$ cat config.mk
export PLATFORM = sky130hd
export DESIGN_NAME = mmsm_cell
export DESIGN_NICKNAME = d
export VERILOG_FILES = /design/src/rtl/mmsm_pkg.sv /design/src/rtl/mmsm_cell.sv
export SDC_FILE = /design/constraint.sdc
export NUM_CORES = 1
export LEC_CHECK = 0
export ABC_AREA = 1
export BUFFER_PORTS_ARGS = -buffer_cell sky130_fd_sc_hd__buf_2
export CELL_PAD_IN_SITES_DETAIL_PLACEMENT = 0
export CELL_PAD_IN_SITES_GLOBAL_PLACEMENT = 1
export CORE_AREA = 2 2 155 157
export DETAILED_ROUTE_END_ITERATION = 7
export DIE_AREA = 0 0 157 159
export PLACE_DENSITY_LB_ADDON = 0.1
export SKIP_LAST_GASP = 1
export SLEW_MARGIN = 20
export SYNTH_ARGS = -nofsm -noshare
export SYNTH_HDL_FRONTEND = slang
export SYNTH_SLANG_ARGS = --single-unit
$ cat constraint.sdc
create_clock -name clk_i -period 9.1 [get_ports clk_i]
set_input_delay 1.82 -clock clk_i [delete_from_list [all_inputs] [get_ports clk_i]]
set_output_delay 1.82 -clock clk_i [all_outputs]
set_load 0.01 [all_outputs]
$ cat src/rtl/mmsm_pkg.sv
// Package: descriptor and entry word types, E820 class codes, type mapping.
`timescale 1ns / 1ps
package mmsm_pkg;

  typedef enum logic [2:0] {
    CLS_UNDEFINED = 3'd0,
    CLS_RAM       = 3'd1,
    CLS_RESERVED  = 3'd2,
    CLS_ACPI      = 3'd3,
    CLS_NVS       = 3'd4,
    CLS_UNUSABLE  = 3'd5
  } cls_e;

  typedef struct packed {
    logic [4:0]  efi_type;
    logic [63:0] phys_start;
    logic [51:0] num_pages;
    logic        last_descriptor;
  } desc_t;

  typedef struct packed {
    logic [63:0] region_addr;
    logic [63:0] entry_len;
    logic [2:0]  e820_class;
    logic        last_entry;
    logic        overflowed;
  } entry_out_t;

  typedef struct packed {
    logic [63:0] addr;
    logic [63:0] len;
    logic [2:0]  cls;
  } ent_t;

  typedef struct packed {
    logic ins;
    logic shift;
    ent_t ent;
  } cell_ctl_t;

  function automatic logic [2:0] class_of_type(input logic [4:0] t);
    cls_e c;
    unique case (t)
      5'd1, 5'd2, 5'd3, 5'd4, 5'd7:        c = CLS_RAM;
      5'd0, 5'd5, 5'd6, 5'd11, 5'd12, 5'd13: c = CLS_RESERVED;
      5'd8:                                 c = CLS_UNUSABLE;
      5'd9:                                 c = CLS_ACPI;
      5'd10:                                c = CLS_NVS;
      default:                              c = CLS_UNDEFINED;
    endcase
    return c;
  endfunction

endpackage

$ cat src/rtl/mmsm_cell.sv
// Sort cell: holds one entry, takes a given word or a neighbour's entry (lower on insert, upper in merge).
`timescale 1ns / 1ps
module mmsm_cell (
  input  logic                clk_i,
  input  mmsm_pkg::cell_ctl_t ctl_i,
  input  mmsm_pkg::ent_t      prev_i,
  output mmsm_pkg::ent_t      ent_o
);
  mmsm_pkg::ent_t ent_q;

  always_ff @(posedge clk_i) begin
    if (ctl_i.ins) begin
      ent_q <= ctl_i.ent;
    end else if (ctl_i.shift) begin
      ent_q <= prev_i;
    end
  end

  assign ent_o = ent_q;
endmodule
==> impl_results.md <==
- Status: complete, no violations
- Worst path top cell family by delay: buffers and inverters
- Setup WS post-layout: 4.74 ns
- Number of flops mapped to enable cells by yosys: ~130
- Type of the worst min-delay path: primary input to register
- Most frequent CP cell: buf_4
- Fin. Hold Viols: 0
- Synth Area in Compound Gates: 0%
- Vias/cell: 3.97
- Full die area: 25000 µm²
- IR drop worst, VDD: 0.0983 mV
- Layout cells sized above 1: 45.0%
- Post-synth top flop: edfxtp_1
- Unrepaired setup endpoints after global routing: false
- Synth warnings: 0
- Die H: 159 µm
- Tcrit/Tclk final: 47.9%
- Syn Nets: slightly above 800
- Via count of the first global-routing pass: 5079
- Top post-synthesis cells by area: edfxtp_1, nand2_1, buf_6
- Adder-cell share of the synthesized area: 0%
- CTS tree: yes
- CTS buffer count: 17
- Critical Path Slowest Stage Cell: or2_4
- WP data required: 9.14 ns
- Postcts setup bufs: 0
- Starting density of the core: 24.3%
- GR Overflow Total: 0
- Seq cells post-synth: around 130
- CP Cell Sequence: buf_4 > or2_4 > buf_4 > buf_4
- DP Area: around 7800 µm²
- Top post-synthesis cells by count: nand2_1, edfxtp_1, buf_2, buf_6
- Cell count after placement: 1244
- Slew Viols, Final: 0
- Final setup vio count: 0
- Max incr delay on CP: 0.66 ns
- Post-layout util: a little over a third
- CTS H-tree depth: 4
- Mux share of post-synthesis cell area: 0%
- Xor/xnor share of the synthesized area: 0%
- Pwr dens: 201 nW/µm²
- Critical Path End Type: register
- Post-synth top area share: a little over two thirds
- Clk sinks: 131
- Place WS: 4.22 ns
- First-pass GRT wire length: 29.2 mm
- Core Rows: 56
- CP Launch Type: primary input
- Max FFs per register: approximately 130
- Total number of vias: 5072
- CP Buf/Inv Count: 3
- DRT Pass-1 Iters: 6
- # resized after CTS: 0
- Crit Path Class: primary input to register
- Worst slew pin tran: 0.784 ns
- Post-route ant nets: 0
- Area delta synth->final: 49.4%
- Hold Buf Count CTS: 0
- Synth Instances: 555
- Core area: 23200 µm²
- Drt initial violations: 244
- Netlist cell types: 7
- Global Route Usage Sum: 15.8%
- Fin crit period: 4.36 ns
- Top-Level Pins: 396
- Async SR Flop Fraction: 0%
- DP Wirelength: between 10 and 15 mm
- Post-synthesis average cell area: 10.2 µm²
- Initial antenna violation count: 6
- Top-count cell post-synth: nand2_1
- Slew headroom: between 40% and 50%
- Share of the yosys chip area belonging to registers: around 70%
- Routability cong.: a little over 0.7
- Final net count: around 1.2k
- CTS root buf: clkbuf_16
- Post-Layout Cell Count: 1279
- Post-synthesis simple-gate area fraction: around a quarter
- WL per Instance: 15.7 µm
- Routed WL: 20.0 mm
- Max-cap check violation count: 0
- Port bufs: 395
- Worst Path Arrival: 4.41 ns
- Clock buffer depth: 2
- Fin area: about 8400 µm²
- Worst Path Max Fanout: 68
- Mapped cell area: 5640 µm²
- Setup_tns: 0 ns
- Clk slew on worst S/H paths: 0.07 ns
- Largest net degree at the start of global routing: 71
- Die X: 157 µm
- Lkg Pwr: 4.37 nW
- Synth area leader: edfxtp_1
- DR DRC count: 0
- Fmax: between 200 and 250 MHz
- Largest family of logic cells by synthesized area: simple AND/OR/NAND/NOR gates
[worst paths after layout]
path	start	to	slack (ns)	depth (start not counted)
setup / recovery	ctl_i[132]	ent_o[124]$_DFFE_PP_	4.74	4
hold / removal	prev_i[86]	ent_o[86]$_DFFE_PP_	1.66	3
[cell type report]
| cell class | count | area (µm²) |
|---|---|---|
| antenna | 3 | 7.51 |
| inverter | 1 | 6.26 |
| multi-input combinational | 394 | 1480 |
| clock buffer | 19 | 433 |
| clock inverter | 13 | 148 |
| timing repair buffer | 399 | 2010 |
| tap | 319 | 399 |
| fill | 2487 | 14800 |
| sequential | 131 | 3930 |
[cells in the final DEF, fill, tap and decap left out]
master	n
buf_2	394
buf_4	5
bufinv_16	2
clkbuf_1	2
clkbuf_16	17
clkinv_2	1
clkinv_4	1
clkinvlp_4	4
diode_2	3
edfxtp_1	131
inv_4	1
inv_6	5
nand2_1	393
or2_4	1
[power breakdown]
part           internal [mW]  total (mW)  switching [mW]
clock network          0.408       0.690           0.282
logic                  0.104       0.244           0.140
registers              0.741       0.755          0.0143
[cell families (layout without fill, tap and decap cells)]
kind of cell	after synthesis	count (layout)
AND/OR/NAND/NOR	394	394
flip-flops	131	131
buffers and inverters	30	432
other	0	3
[metal layers]
metal | track usage [%] | up-vias | part of all wire (%)
met5 | 0 | - | 0.18
met3 | 8.22 | 20 | 11
li1 | - | 2562 | -
met2 | 28.3 | 260 | 50
met4 | 4.13 | 6 | 1.2
met1 | 16.0 | 2224 | 37
[stage by stage]
step | hold WS, ns | total power [mW]
3_3_place_gp | 2.09 | 1.02
3_5_place_dp | 2.09 | 1.02
2_1_floorplan | 2.00 | 0.877
4_1_cts | 1.64 | 1.72
5_1_grt | 1.64 | 1.77
6_report | 1.66 | 1.69
Power figures use the tool's default switching activity.
